File: src/rrqs_pkg.sv
package rrqs_pkg;

  // Defaults for the top-level parameters
  localparam int unsigned MAX_TASKS_DEF  = 16;
  localparam int unsigned TIME_WIDTH_DEF = 16;

  // Fixed field widths
  localparam int unsigned MODE_W     = 1;
  localparam int unsigned TASK_IDX_W = 4;
  localparam int unsigned FIELD_T_W  = 16;
  localparam int unsigned COUNT_W    = 5;
  localparam int unsigned QUANTUM_W  = 16;
  localparam int unsigned CFG_IDX_W  = 1;
  localparam int unsigned CFG_DATA_W = 16;

  // Configuration register indexes
  localparam logic [CFG_IDX_W-1:0] CFG_TASK_COUNT = 1'b0;
  localparam logic [CFG_IDX_W-1:0] CFG_QUANTUM    = 1'b1;

  // Configuration reset values
  localparam logic [COUNT_W-1:0]   TASK_COUNT_RST = 5'd1;
  localparam logic [QUANTUM_W-1:0] QUANTUM_RST    = 16'd2;

  // Input item modes
  localparam logic [MODE_W-1:0] MODE_LOAD = 1'b0;
  localparam logic [MODE_W-1:0] MODE_TICK = 1'b1;

  typedef struct packed {
    logic load;
    logic retire;
    logic mod_step;
    logic scan_step;
    logic apply;
    logic run;
    logic out_load;
  } cmd_t;

  typedef struct packed {
    logic sel_need;
    logic mod_done;
    logic scan_end;
    logic out_free;
  } status_t;

endpackage

File: src/rrqs_ram.sv
module rrqs_ram #(
  parameter int unsigned WIDTH = 16,
  parameter int unsigned DEPTH = 16
) (
  input  logic                     clk_i,
  input  logic                     we_i,
  input  logic [$clog2(DEPTH)-1:0] waddr_i,
  input  logic [WIDTH-1:0]         wdata_i,
  input  logic [$clog2(DEPTH)-1:0] raddr_i,
  output logic [WIDTH-1:0]         rdata_o
);

  logic [WIDTH-1:0] mem_q [DEPTH];
  logic [WIDTH-1:0] rdata_q;

  always_ff @(posedge clk_i) begin
    if (we_i) begin
      mem_q[waddr_i] <= wdata_i;
    end
    rdata_q <= mem_q[raddr_i];
  end

  assign rdata_o = rdata_q;

endmodule

File: src/rrqs_ctrl.sv
module rrqs_ctrl (
  input  logic                         clk_i,
  input  logic                         rst_ni,
  input  logic                         in_valid_i,
  input  logic [rrqs_pkg::MODE_W-1:0]  mode_i,
  output logic                         in_stall_o,
  input  rrqs_pkg::status_t            status_i,
  output rrqs_pkg::cmd_t               cmd_o
);
  import rrqs_pkg::*;

  typedef enum logic [8:0] {
    S_IDLE   = 9'b000000001,
    S_RD     = 9'b000000010,
    S_RET    = 9'b000000100,
    S_MOD    = 9'b000001000,
    S_SCAN   = 9'b000010000,
    S_APPLY  = 9'b000100000,
    S_RUN_RD = 9'b001000000,
    S_RUN    = 9'b010000000,
    S_OUT    = 9'b100000000
  } state_e;

  state_e state_q, state_d;
  logic   accept;

  assign accept     = (state_q == S_IDLE) && in_valid_i;
  assign in_stall_o = (state_q != S_IDLE);

  always_comb begin
    state_d = state_q;
    cmd_o   = '0;
    case (state_q)
      S_IDLE: begin
        if (accept) begin
          if (mode_i == MODE_LOAD) begin
            cmd_o.load = 1'b1;
          end else begin
            state_d = S_RD;
          end
        end
      end
      S_RD: begin
        state_d = S_RET;
      end
      S_RET: begin
        cmd_o.retire = 1'b1;
        state_d      = status_i.sel_need ? S_MOD : S_RUN_RD;
      end
      S_MOD: begin
        // wrap the first candidate into the entries in use
        cmd_o.mod_step = 1'b1;
        if (status_i.mod_done) begin
          state_d = S_SCAN;
        end
      end
      S_SCAN: begin
        cmd_o.scan_step = 1'b1;
        if (status_i.scan_end) begin
          state_d = S_APPLY;
        end
      end
      S_APPLY: begin
        cmd_o.apply = 1'b1;
        state_d     = S_RUN_RD;
      end
      S_RUN_RD: begin
        state_d = S_RUN;
      end
      S_RUN: begin
        cmd_o.run = 1'b1;
        state_d   = S_OUT;
      end
      S_OUT: begin
        // hold until the output register can take the transaction
        if (status_i.out_free) begin
          cmd_o.out_load = 1'b1;
          state_d        = S_IDLE;
        end
      end
      default: begin
        state_d = S_IDLE;
      end
    endcase
  end

  always_ff @(posedge clk_i or negedge rst_ni) begin
    if (!rst_ni) begin
      state_q <= S_IDLE;
    end else begin
      state_q <= state_d;
    end
  end

endmodule

File: src/rrqs_dp.sv
module rrqs_dp #(
  parameter int unsigned MAX_TASKS  = rrqs_pkg::MAX_TASKS_DEF,
  parameter int unsigned TIME_WIDTH = rrqs_pkg::TIME_WIDTH_DEF
) (
  input  logic                             clk_i,
  input  logic                             rst_ni,
  input  logic                             cfg_we_i,
  input  logic [rrqs_pkg::CFG_IDX_W-1:0]   cfg_index_i,
  input  logic [rrqs_pkg::CFG_DATA_W-1:0]  cfg_data_i,
  input  logic [rrqs_pkg::TASK_IDX_W-1:0]  task_index_i,
  input  logic [rrqs_pkg::FIELD_T_W-1:0]   arrival_time_i,
  input  logic [rrqs_pkg::FIELD_T_W-1:0]   burst_length_i,
  input  rrqs_pkg::cmd_t                   cmd_i,
  output rrqs_pkg::status_t                status_o,
  input  logic                             out_stall_i,
  output logic                             out_valid_o,
  output logic [rrqs_pkg::FIELD_T_W-1:0]   tick_number_o,
  output logic                             busy_res_o,
  output logic [rrqs_pkg::TASK_IDX_W-1:0]  running_task_o,
  output logic                             retired_valid_o,
  output logic [rrqs_pkg::TASK_IDX_W-1:0]  retired_task_o,
  output logic [rrqs_pkg::FIELD_T_W-1:0]   completion_time_o,
  output logic [rrqs_pkg::FIELD_T_W-1:0]   turnaround_time_o,
  output logic [rrqs_pkg::FIELD_T_W-1:0]   waiting_time_o,
  output logic [rrqs_pkg::FIELD_T_W-1:0]   response_time_o,
  output logic                             all_done_o
);
  import rrqs_pkg::*;

  localparam int unsigned IDX_W = $clog2(MAX_TASKS);
  localparam int unsigned CNT_W = $clog2(MAX_TASKS + 1);
  localparam int unsigned CMP_W = (CNT_W > COUNT_W) ? CNT_W : COUNT_W;
  localparam int unsigned LDX_W = (CNT_W > TASK_IDX_W) ? CNT_W : TASK_IDX_W;

  typedef logic [TIME_WIDTH-1:0] time_t;

  // configuration
  logic [COUNT_W-1:0]   task_count_q;
  logic [QUANTUM_W-1:0] quantum_q;
  logic [CNT_W-1:0]     n_used;
  logic [QUANTUM_W-1:0] q_used;

  // schedule state
  time_t                tick_q;
  logic [IDX_W-1:0]     ptr_q;
  logic                 run_q;
  logic [QUANTUM_W-1:0] qleft_q;
  logic [MAX_TASKS-1:0] burst_nz_q, burst_nz_d;
  logic [MAX_TASKS-1:0] has_work_q, has_work_d;
  logic [MAX_TASKS-1:0] started_q, started_d;

  // selection scan
  logic [CNT_W-1:0]     cand_q;
  logic [CNT_W-1:0]     issued_q;
  logic                 chk_valid_q;
  logic                 chk_hw_q;
  logic [IDX_W-1:0]     chk_idx_q;
  logic                 found_q;
  logic [IDX_W-1:0]     found_idx_q;
  logic                 any_q;

  // result staging
  logic                 ret_q;
  logic [TASK_IDX_W-1:0] r_task_q;
  time_t                ct_q, tat_q, wt_q, rt_q;
  logic                 done_q;
  logic                 res_busy_q;
  logic [TASK_IDX_W-1:0] res_task_q;
  time_t                res_tick_q;
  logic                 out_valid_q;

  // memory ports
  time_t                arr_rdata, burst_rdata, rem_rdata, fr_rdata;
  logic [IDX_W-1:0]     arr_raddr;
  logic                 load_ok;
  logic [IDX_W-1:0]     load_idx;
  time_t                arr_in, burst_in;
  logic                 rem_we, fr_we;
  time_t                cur_rem, tat_new;

  // retire and scan helpers
  logic                 ret_hit;
  logic                 run_ret;
  logic [QUANTUM_W-1:0] qleft_ret;
  logic [IDX_W-1:0]     cand_idx;
  logic                 issue_done;
  logic                 hit;
  logic                 out_free;

  // -------------------------------------------------------------------------
  // configuration registers
  always_ff @(posedge clk_i or negedge rst_ni) begin
    if (!rst_ni) begin
      task_count_q <= TASK_COUNT_RST;
      quantum_q    <= QUANTUM_RST;
    end else if (cfg_we_i) begin
      case (cfg_index_i)
        CFG_TASK_COUNT: task_count_q <= cfg_data_i[COUNT_W-1:0];
        CFG_QUANTUM:    quantum_q    <= cfg_data_i[QUANTUM_W-1:0];
        default: ;
      endcase
    end
  end

  always_comb begin
    if (task_count_q == '0) begin
      n_used = CNT_W'(1);
    end else if (CMP_W'(task_count_q) > CMP_W'(MAX_TASKS)) begin
      n_used = CNT_W'(MAX_TASKS);
    end else begin
      n_used = CNT_W'(task_count_q);
    end
  end

  assign q_used = (quantum_q == '0) ? QUANTUM_W'(1) : quantum_q;

  // -------------------------------------------------------------------------
  // entry stores
  assign load_ok  = LDX_W'(task_index_i) < LDX_W'(MAX_TASKS);
  assign load_idx = IDX_W'(task_index_i);
  assign arr_in   = TIME_WIDTH'(arrival_time_i);
  assign burst_in = TIME_WIDTH'(burst_length_i);

  assign arr_raddr = cmd_i.scan_step ? cand_idx : ptr_q;

  // a task that has not started yet still has its whole burst left
  assign cur_rem = started_q[ptr_q] ? rem_rdata : burst_rdata;
  assign rem_we  = cmd_i.run && run_q && has_work_q[ptr_q];
  assign fr_we   = cmd_i.run && run_q && !started_q[ptr_q];

  rrqs_ram #(.WIDTH(TIME_WIDTH), .DEPTH(MAX_TASKS)) u_arr_ram (
    .clk_i   (clk_i),
    .we_i    (cmd_i.load && load_ok),
    .waddr_i (load_idx),
    .wdata_i (arr_in),
    .raddr_i (arr_raddr),
    .rdata_o (arr_rdata)
  );

  rrqs_ram #(.WIDTH(TIME_WIDTH), .DEPTH(MAX_TASKS)) u_burst_ram (
    .clk_i   (clk_i),
    .we_i    (cmd_i.load && load_ok),
    .waddr_i (load_idx),
    .wdata_i (burst_in),
    .raddr_i (ptr_q),
    .rdata_o (burst_rdata)
  );

  rrqs_ram #(.WIDTH(TIME_WIDTH), .DEPTH(MAX_TASKS)) u_rem_ram (
    .clk_i   (clk_i),
    .we_i    (rem_we),
    .waddr_i (ptr_q),
    .wdata_i (cur_rem - TIME_WIDTH'(1)),
    .raddr_i (ptr_q),
    .rdata_o (rem_rdata)
  );

  rrqs_ram #(.WIDTH(TIME_WIDTH), .DEPTH(MAX_TASKS)) u_fr_ram (
    .clk_i   (clk_i),
    .we_i    (fr_we),
    .waddr_i (ptr_q),
    .wdata_i (tick_q),
    .raddr_i (ptr_q),
    .rdata_o (fr_rdata)
  );

  // -------------------------------------------------------------------------
  // per-entry flags
  always_comb begin
    burst_nz_d = burst_nz_q;
    has_work_d = has_work_q;
    started_d  = started_q;
    if (cmd_i.load && load_ok) begin
      burst_nz_d[load_idx] = (burst_in != '0);
    end
    if (cmd_i.load) begin
      has_work_d = burst_nz_d;
      started_d  = '0;
    end
    if (rem_we) begin
      has_work_d[ptr_q] = (cur_rem != TIME_WIDTH'(1));
    end
    if (fr_we) begin
      started_d[ptr_q] = 1'b1;
    end
  end

  // -------------------------------------------------------------------------
  // retire
  assign ret_hit   = run_q && !has_work_q[ptr_q];
  assign run_ret   = run_q && !ret_hit;
  assign qleft_ret = !run_q ? qleft_q : (ret_hit ? q_used : qleft_q - QUANTUM_W'(1));
  assign tat_new   = tick_q - arr_rdata;

  // scan
  assign cand_idx   = IDX_W'(cand_q);
  assign issue_done = (issued_q == n_used);
  assign hit        = chk_valid_q && chk_hw_q && (arr_rdata <= tick_q);
  assign out_free   = !out_valid_q || !out_stall_i;

  assign status_o.sel_need = (qleft_ret == '0) || !run_ret;
  assign status_o.mod_done = (cand_q < n_used);
  assign status_o.scan_end = hit || (issue_done && !chk_valid_q);
  assign status_o.out_free = out_free;

  always_ff @(posedge clk_i or negedge rst_ni) begin
    if (!rst_ni) begin
      tick_q      <= '0;
      ptr_q       <= '0;
      run_q       <= 1'b0;
      qleft_q     <= QUANTUM_RST;
      burst_nz_q  <= '0;
      has_work_q  <= '0;
      started_q   <= '0;
      cand_q      <= '0;
      issued_q    <= '0;
      chk_valid_q <= 1'b0;
      found_q     <= 1'b0;
      any_q       <= 1'b0;
      out_valid_q <= 1'b0;
    end else begin
      burst_nz_q <= burst_nz_d;
      has_work_q <= has_work_d;
      started_q  <= started_d;

      if (cmd_i.load) begin
        tick_q  <= '0;
        ptr_q   <= IDX_W'(n_used - CNT_W'(1));
        run_q   <= 1'b0;
        qleft_q <= q_used;
      end

      if (cmd_i.retire) begin
        run_q       <= run_ret;
        qleft_q     <= qleft_ret;
        cand_q      <= CNT_W'(ptr_q) + CNT_W'(1);
        issued_q    <= '0;
        chk_valid_q <= 1'b0;
        found_q     <= 1'b0;
        any_q       <= 1'b0;
      end

      if (cmd_i.mod_step && (cand_q >= n_used)) begin
        cand_q <= cand_q - n_used;
      end

      if (cmd_i.scan_step) begin
        if (!issue_done) begin
          chk_valid_q <= 1'b1;
          issued_q    <= issued_q + CNT_W'(1);
          cand_q      <= (cand_q + CNT_W'(1) == n_used) ? '0 : cand_q + CNT_W'(1);
        end else begin
          chk_valid_q <= 1'b0;
        end
        if (hit) begin
          found_q <= 1'b1;
        end
        any_q <= any_q || (chk_valid_q && chk_hw_q);
      end

      if (cmd_i.apply) begin
        if (found_q) begin
          ptr_q   <= found_idx_q;
          run_q   <= 1'b1;
          qleft_q <= q_used;
        end else if (any_q) begin
          run_q   <= 1'b0;
          qleft_q <= q_used;
        end
      end

      if (cmd_i.run) begin
        tick_q <= tick_q + TIME_WIDTH'(1);
      end

      if (cmd_i.out_load) begin
        out_valid_q <= 1'b1;
      end else if (!out_stall_i) begin
        out_valid_q <= 1'b0;
      end
    end
  end

  // payload registers
  always_ff @(posedge clk_i) begin
    if (cmd_i.scan_step) begin
      if (!issue_done) begin
        chk_idx_q <= cand_idx;
        chk_hw_q  <= has_work_q[cand_idx];
      end
      if (hit) begin
        found_idx_q <= chk_idx_q;
      end
    end

    if (cmd_i.retire) begin
      ret_q    <= ret_hit;
      r_task_q <= ret_hit ? TASK_IDX_W'(ptr_q) : '0;
      ct_q     <= ret_hit ? tick_q : '0;
      tat_q    <= ret_hit ? tat_new : '0;
      wt_q     <= ret_hit ? tat_new - burst_rdata : '0;
      rt_q     <= ret_hit ? fr_rdata - arr_rdata : '0;
      done_q   <= 1'b0;
    end

    if (cmd_i.apply) begin
      done_q <= !found_q && !any_q && !run_q;
    end

    if (cmd_i.run) begin
      res_busy_q <= run_q;
      res_task_q <= run_q ? TASK_IDX_W'(ptr_q) : '0;
      res_tick_q <= tick_q;
    end

    if (cmd_i.out_load) begin
      tick_number_o     <= FIELD_T_W'(res_tick_q);
      busy_res_o        <= res_busy_q;
      running_task_o    <= res_task_q;
      retired_valid_o   <= ret_q;
      retired_task_o    <= r_task_q;
      completion_time_o <= FIELD_T_W'(ct_q);
      turnaround_time_o <= FIELD_T_W'(tat_q);
      waiting_time_o    <= FIELD_T_W'(wt_q);
      response_time_o   <= FIELD_T_W'(rt_q);
      all_done_o        <= done_q;
    end
  end

  assign out_valid_o = out_valid_q;

endmodule

File: src/round_robin_quantum_scheduler_unit.sv
// Channel  Direction  Handshake                    Payload
// in       input      in_valid_i / in_stall_o      mode, task_index, arrival_time, burst_length
// out      output     out_valid_o / out_stall_i    tick stats, retired task stats, all_done
// cfg      input      cfg_we_i (no wait)           cfg_index_i, cfg_data_i
//
// A load gives no result. A tick reads and retires the running entry; when a reselection is
// needed, it wraps the first candidate into the entries in use (n = entries in use) and then
// runs the arrival scan at one entry per cycle; after that it runs and loads the output register.
// Reset clears the control state; the entry memories hold nothing until loaded.
// A stalled result stays in the output register while the next item is taken; the next
// result waits until it leaves.
module round_robin_quantum_scheduler_unit #(
  parameter int unsigned MAX_TASKS  = rrqs_pkg::MAX_TASKS_DEF,
  parameter int unsigned TIME_WIDTH = rrqs_pkg::TIME_WIDTH_DEF
) (
  input  logic                             clk_i,
  input  logic                             rst_ni,
  input  logic                             cfg_we_i,
  input  logic [rrqs_pkg::CFG_IDX_W-1:0]   cfg_index_i,
  input  logic [rrqs_pkg::CFG_DATA_W-1:0]  cfg_data_i,
  input  logic                             in_valid_i,
  output logic                             in_stall_o,
  input  logic [rrqs_pkg::MODE_W-1:0]      mode_i,
  input  logic [rrqs_pkg::TASK_IDX_W-1:0]  task_index_i,
  input  logic [rrqs_pkg::FIELD_T_W-1:0]   arrival_time_i,
  input  logic [rrqs_pkg::FIELD_T_W-1:0]   burst_length_i,
  output logic                             out_valid_o,
  input  logic                             out_stall_i,
  output logic [rrqs_pkg::FIELD_T_W-1:0]   tick_number_o,
  output logic                             busy_res_o,
  output logic [rrqs_pkg::TASK_IDX_W-1:0]  running_task_o,
  output logic                             retired_valid_o,
  output logic [rrqs_pkg::TASK_IDX_W-1:0]  retired_task_o,
  output logic [rrqs_pkg::FIELD_T_W-1:0]   completion_time_o,
  output logic [rrqs_pkg::FIELD_T_W-1:0]   turnaround_time_o,
  output logic [rrqs_pkg::FIELD_T_W-1:0]   waiting_time_o,
  output logic [rrqs_pkg::FIELD_T_W-1:0]   response_time_o,
  output logic                             all_done_o
);
  import rrqs_pkg::*;

  cmd_t    cmd;
  status_t status;

  rrqs_ctrl u_ctrl (
    .clk_i      (clk_i),
    .rst_ni     (rst_ni),
    .in_valid_i (in_valid_i),
    .mode_i     (mode_i),
    .in_stall_o (in_stall_o),
    .status_i   (status),
    .cmd_o      (cmd)
  );

  rrqs_dp #(
    .MAX_TASKS  (MAX_TASKS),
    .TIME_WIDTH (TIME_WIDTH)
  ) u_dp (
    .clk_i             (clk_i),
    .rst_ni            (rst_ni),
    .cfg_we_i          (cfg_we_i),
    .cfg_index_i       (cfg_index_i),
    .cfg_data_i        (cfg_data_i),
    .task_index_i      (task_index_i),
    .arrival_time_i    (arrival_time_i),
    .burst_length_i    (burst_length_i),
    .cmd_i             (cmd),
    .status_o          (status),
    .out_stall_i       (out_stall_i),
    .out_valid_o       (out_valid_o),
    .tick_number_o     (tick_number_o),
    .busy_res_o        (busy_res_o),
    .running_task_o    (running_task_o),
    .retired_valid_o   (retired_valid_o),
    .retired_task_o    (retired_task_o),
    .completion_time_o (completion_time_o),
    .turnaround_time_o (turnaround_time_o),
    .waiting_time_o    (waiting_time_o),
    .response_time_o   (response_time_o),
    .all_done_o        (all_done_o)
  );

endmodule

File: config.mk
export PLATFORM = sky130hd
export DESIGN_NAME = round_robin_quantum_scheduler_unit
export DESIGN_NICKNAME = d
export VERILOG_FILES = /design/src/rrqs_pkg.sv /design/src/rrqs_ram.sv /design/src/rrqs_ctrl.sv /design/src/rrqs_dp.sv /design/src/round_robin_quantum_scheduler_unit.sv
export SDC_FILE = /design/constraint.sdc
export NUM_CORES = 2
export LEC_CHECK = 0
export BUFFER_PORTS_ARGS = -buffer_cell sky130_fd_sc_hd__buf_2
export CORE_ASPECT_RATIO = 0.9
export CORE_MARGIN = 3
export CORE_UTILIZATION = 45
export CTS_CLUSTER_SIZE = 28
export DETAILED_ROUTE_END_ITERATION = 7
export MAX_ROUTING_LAYER = met4
export PLACE_DENSITY = 0.71
export SYNTH_ARGS = -nofsm -noshare
export SYNTH_HDL_FRONTEND = slang
export SYNTH_SLANG_ARGS = --single-unit
File: constraint.sdc
create_clock -name clk_i -period 7.22 [get_ports clk_i]
set_input_delay 0.361 -clock clk_i [delete_from_list [all_inputs] [get_ports clk_i]]
set_output_delay 0.361 -clock clk_i [all_outputs]
set_load 0.05 [all_outputs]
### Word level (Yosys, flattened, before mapping)

Memories as Yosys holds them, arrays and structs flattened. A register that Yosys moved wholly into a read port is not among the register bits.
Cells that the tools add are included.

* memories: 4
* register bits: 320
* RAM bits: 1024
* logic and storage cells: 205
* input port bits: 59
* output and inout bits: 93

Memory list
* u_dp.u_arr_ram.mem_q: words 16, width 16, read ports 1, clocked after memory_dff 1, wr ports 1, line rrqs_ram.sv:13 `logic [WIDTH-1:0] mem_q [DEPTH];`
* u_dp.u_burst_ram.mem_q: words 16, width 16, read ports 1, clocked after memory_dff 1, wr ports 1, line rrqs_ram.sv:13
* u_dp.u_fr_ram.mem_q: words 16, width 16, read ports 1, clocked after memory_dff 1, wr ports 1, line rrqs_ram.sv:13
* u_dp.u_rem_ram.mem_q: words 16, width 16, read ports 1, clocked after memory_dff 1, wr ports 1, line rrqs_ram.sv:13

* reductions and logical operators: 40
* bitwise gates (word level): 3
* $lt $le $gt $ge: 9
* equality and inequality tests: 19
* multiplexer cells: 80
* $add $sub $neg: 11

Operator list (count)
* two-way mux 16 bit: 16
* case mux 9 bit (9 select lines): 1
* two-way mux 5 bit: 10
* subtractor 16 bit: 3
* two-way mux 9 bit: 5
* two-way mux 1 bit: 36
* bitwise mux 16 bit: 2
* logical NOT 16 bit: 2
* subtractor 16 x 1 -> 16 bit (second input constant): 2
* adder 16 x 1 -> 16 bit (second input constant): 1
* <= comparator 16 bit: 1
* two-way mux 4 bit: 4
* inequality test 16 x 1 -> 1 bit (second input constant): 1
* OR 16 bit: 1
* nonzero test 16 bit: 1
* < comparator 4 x 5 -> 1 bit (second input constant): 3
* logical AND 1 bit: 14
* binary-select mux 1 bit (select 4 bit): 3
* adder 5 x 1 -> 5 bit (second input constant): 2
* == test 5 bit: 2
* logical NOT 1 bit: 10
* == test 9 x 1 -> 1 bit (second input constant): 1
* == test 9 x 2 -> 1 bit (second input constant): 1
* == test 9 x 3 -> 1 bit (second input constant): 1
* 24 further kinds: 39

### Logic depth before layout (Yosys ltp)

* depth after elaboration: 10
* depth in mapped cells: 19
* mapped depth without buffers: 19

### Hierarchy

From an unflattened synthesis, not the netlist that was laid out.

* cells, all modules: 3228
* area, all modules: 56834.5 um^2

By module, submodules not included
* rrqs_ram (u_dp.u_arr_ram ...): area each 10043.4 um^2, cells an instance 432, sequential area each 8007.7 um^2, instances 3
* rrqs_dp: area each 16061.7 um^2, cells an instance 1434, sequential area each 8742.1 um^2, instances 1
* rrqs_ram (u_dp.u_burst_ram): area each 10042.1 um^2, cells an instance 432, sequential area each 8007.7 um^2, instances 1
* rrqs_ctrl: area each 600.6 um^2, cells an instance 66, sequential area each 226.5 um^2, instances 1

### Least setup slack after synthesis

No wires, ideal clock.

* kind: register to register
* start point: register u_ctrl.state_q[1]
* end point: register u_dp.all_done_o, enable pin
* arrival: 5423 ps
* stages on the path, launching flop included: 5
* data required time: 6650 ps
* clock period less this slack: 5994 ps
* path slack: 1226 ps
* path buffers: 1
* cell sequence: dfrtp_1 clkbuf_1 nor4_4 nand4_1 a21oi_1

RTL lines
* start, declared: line rrqs_ctrl.sv:24 `state_e state_q, state_d;`
* start signal, assigned: line rrqs_ctrl.sv:91 `state_q <= state_d;`
* end signal, assigned: line rrqs_dp.sv:326 `all_done_o <= done_q;`
* end, declared: line rrqs_dp.sv:26 `output logic all_done_o`

### Worst setup path after layout

* start point: register u_dp.ptr_q[0]
* end point: memory u_dp.u_rem_ram.mem_q[9][6] (data pin)

* cells in the longest elaborated chain, start to end: 4

Ends and longest elaborated chain
* start, declared: line rrqs_dp.sv:45 `logic [IDX_W-1:0] ptr_q;`
* start signal, assigned: line rrqs_dp.sv:228 `ptr_q <= IDX_W'(n_used - CNT_W'(1));`
* start signal, assigned: line rrqs_dp.sv:263 `ptr_q <= found_idx_q;`
* binary-select mux 1 bit (select 4 bit): line rrqs_dp.sv:127 `assign cur_rem = started_q[ptr_q] ? rem_rdata : burst_rdata;`
* two-way mux 1 bit (implied by the code): line rrqs_dp.sv:127
* two-way mux 16 bit: line rrqs_dp.sv:127
* subtractor 16 x 1 -> 16 bit: line rrqs_dp.sv:153 `.wdata_i (cur_rem - TIME_WIDTH'(1)),`
* named net u_dp.u_rem_ram.wdata_i[6]: line rrqs_ram.sv:8 `input logic [WIDTH-1:0] wdata_i,`
* end, declared: line rrqs_ram.sv:13

The timed path passes the listed nets, and every way through them passes these cells. The select of a mux whose other input is x is not followed.

==> results.json <==
{
  "synth_ff_type": "edfxtp_1",
  "status": "complete, no violations",
  "yosysWarnings": 0,
  "setup_tns_ns": 0,
  "ctsResizeCount": 0,
  "gr-total-overflow": 0,
  "dr_total_vias": 29800,
  "htree_num_levels": 4,
  "cts_root_buf": "clkbuf_16",
  "required_ns": 7.60,
  "area_delta_synth_final_pct": 14.5,
  "clk_pin_slew_worst_paths_ns": 0.06,
  "maxSlewViolCount": 0,
  "holdCritStartpoint": "task_index_i[0]",
  "io_buffer_count": 151,
  "post-route-util_pct": 52.1,
  "antenna_left": 0,
  "worst_hold_path_type": "primary input to register",
  "grt_max_degree": 77,
  "worstPathMaxFanout": 40,
  "drive_gt1_share_pct": 24.8,
  "numClockSinks": 1408,
  "power_density_mw_per_mm2": 383,
  "rsz0062_at_grt": "false",
  "critical_path_class": "register to register",
  "syn_inst": 3021,
  "core_mm2": 0.123,
  "hold_depth": 3,
  "setup_viol": 0,
  "netlist_area_mm2": 0.0561,
  "syn_avg_cell_area_um2": 18.6,
  "p_leak_uw": 0.0218,
  "cp-end-kind": "register",
  "relSlewSlack_pct": 15.9,
  "initialDrtViolationCount": 3532,
  "syn_nets": 3146,
  "yosysTopAreaCellShare_pct": 65.0,
  "yosys.area.top_type": "edfxtp_1",
  "hold_viol": 0,
  "grt_pass1_vias": 29100,
  "holdPathEnd": "u_dp.burst_nz_q[12]",
  "ir_drop_mv": 0.252,
  "synth-edff-count": 1215,
  "dp_hpwl_mm": 80.6,
  "rr_worst_depth": 10,
  "crit_path_start_kind": "register",
  "cts_tree": "done",
  "cts_buffer_depth": 3,
  "nets": 3428,
  "clk_latency_ns": 0.77,
  "synth_cell_types": 84,
  "drc": 0,
  "ys_ff_latch": 1408,
  "netlist_top_cells_area": "edfxtp_1, mux4_2, dfrtp_1",
  "ios": 152,
  "via_per_inst": 5.91,
  "max_freq_mhz": 194,
  "r2r_start": "u_dp.ptr_q[0]",
  "std_cell_rows": 122,
  "synth-seq-area-share_pct": 73.0,
  "die_w_um": 378,
  "initial_core_util_pct": 45.5,
  "cp_data_arrival_time_ns": 5.54,
  "tightestPinTransition_ns": 1.25,
  "total_power_uw": 24600,
  "drv_cap": 0,
  "period_share_pct": 71.6,
  "antenna_found_initial": 22,
  "cts-buffers-inserted": 135,
  "async_reset_ff_share_pct": 9.16,
  "wl_per_cell_um": 26.3,
  "finalWirelength_mm": 132,
  "n_fill_cell": 9620,
  "grt_first_pass_wirelength_mm": 197,
  "period_needed_ns": 5.17,
  "rr_endpoint": "u_dp.u_rem_ram.mem_q[9][6]",
  "dr.pass1.iters": 6,
  "ff2ff_setup_slack_ns": 2.05,
  "die_h_um": 341,
  "routabilityCongestion": 0.907,
  "fin_skew_ns": 0.0261,
  "die_area_mm2": 0.129,
  "grtUsageTotal_pct": 21.4
}
-- report_power, final --
group / total (uW) / internal (uW) / switching, uW
registers: 10400 / 9620 / 755
logic: 7070 / 3150 / 3930
clock network: 7170 / 4120 / 3050
-- cell families after synthesis --
kind of cell	Yosys count	synth area share (%)
AO/OA/AOI/OAI	292	3.45
XOR/XNOR	79	1.23
adder cells (fa/ha/maj)	66	1.52
buffers and inverters	209	1.47
flip-flops	1408	73.0
multiplexers	409	14.5
AND/OR/NAND/NOR	558	4.78
-- metrics by stage --
step	instances	area, um^2	hold slack [ns]	worst slack, ns
2_1_floorplan	3021	56100	0.0654	1.23
3_3_place_gp	4725	59200	0.402	2.30
3_5_place_dp	4725	59200	0.405	2.20
4_1_cts	5026	64200	0.0264	2.15
5_1_grt	5039	64300	0.0820	1.76
6_report	5039	64300	0.0821	2.05
-- cell usage in the layout (no fill, tap or decap), types with 55 or more instances in the layout --
cell type  count
a21oi_1       55
buf_2        150
buf_4         67
clkbuf_16    138
dfrtp_1      121
dfxtp_1       64
edfxtp_1    1215
ha_1          62
inv_1         64
mux4_2       315
nand2_1      142
nor2_1       133
o21ai_0       59
-- critical path, cell delays in order, from the launching register on --
cell and delay [ns]:
dfrtp_4 0.90, mux4_1 0.63, mux4_2 0.85, mux2i_1 0.27, buf_4 0.25, ha_1 0.28, nand2_1 0.13, nor3_1 0.23
xnor2_1 0.15, nor2_1 0.05, a21oi_1 0.97
-- layer usage --
| layer | track usage, % | vias to the layer above | routed length, um |
|---|---|---|---|
| met4 | 5.20 | 0 | 2600 |
| met1 | 31.1 | 15500 | 56800 |
| met2 | 31.1 | 1395 | 60900 |
| met5 | - | - | 0 |
| met3 | 4.71 | 206 | 12000 |
| li1 | - | 12700 | - |
-- cell usage after synthesis (all sizes together), types with 5 or more instances --
cell type and count:
xnor2 50, ha 62, nor4b 5, nand3 47
mux2 40, mux2i 51, nor2b 19, clkbuf 82
nor2 164, buf 45, xor2 29, nand2b 9
a21oi 60, o21a 10, mux4 318, a211oi 21
dfxtp 64, and2 53, dfrtp 125, or3 15
nand4 16, a22oi 5, a21o 31, a31oi 25
nor4 19, edfxtp 1215, o41ai 8, nor3 38
o31ai 10, and3 13, inv 79, o21ai 62
nand2 142, o221ai 5, o22ai 13, a2111oi 5
-- worst max path at each step --
stage	start	endpoint	slack, ns	cells after the start
5_1_grt	u_dp.ptr_q[0]	u_dp.u_rem_ram.mem_q[9][6]	1.76	10
6_report	u_dp.ptr_q[0]	u_dp.u_rem_ram.mem_q[9][6]	2.05	10
4_1_cts	u_dp.ptr_q[0]	u_dp.u_rem_ram.mem_q[9][6]	2.15	10
3_3_place_gp	u_dp.ptr_q[0]	u_dp.u_rem_ram.mem_q[12][6]	2.30	10
2_1_floorplan	u_ctrl.state_q[1]	u_dp.all_done_o	1.23	4
3_5_place_dp	u_dp.ptr_q[0]	u_dp.u_rem_ram.mem_q[14][10]	2.20	10
-- repair_timing --
item / CTS / global route
hold endpoints to repair: 601 / 0
hold buffers: 53 / 0
buffers inserted: 0 / 0
-- sequential cells by signal, summed over array words and instances (netlist names), 256 cells and up --
name	flops
u_dp.u_rem_ram.mem_q	256
u_dp.u_fr_ram.mem_q	256
u_dp.u_burst_ram.mem_q	256
u_dp.u_arr_ram.mem_q	256
-- cell type report --
| class | count | area, um^2 | share of cell area [%] |
|---|---|---|---|
| Sequential cell | 1408 | 41000 | 63.8 |
| Multi-Input combinational cell | 1404 | 14500 | 22.6 |
| Clock buffer | 173 | 3650 | 5.69 |
| Tap cell | 1612 | 2020 | 3.14 |
| Timing Repair Buffer | 272 | 1820 | 2.83 |
| Clock inverter | 75 | 867 | 1.35 |
| Inverter | 82 | 310 | 0.483 |
| Antenna cell | 13 | 32.5 | 0.0506 |
No activity file was read; power rests on OpenSTA's default activity.
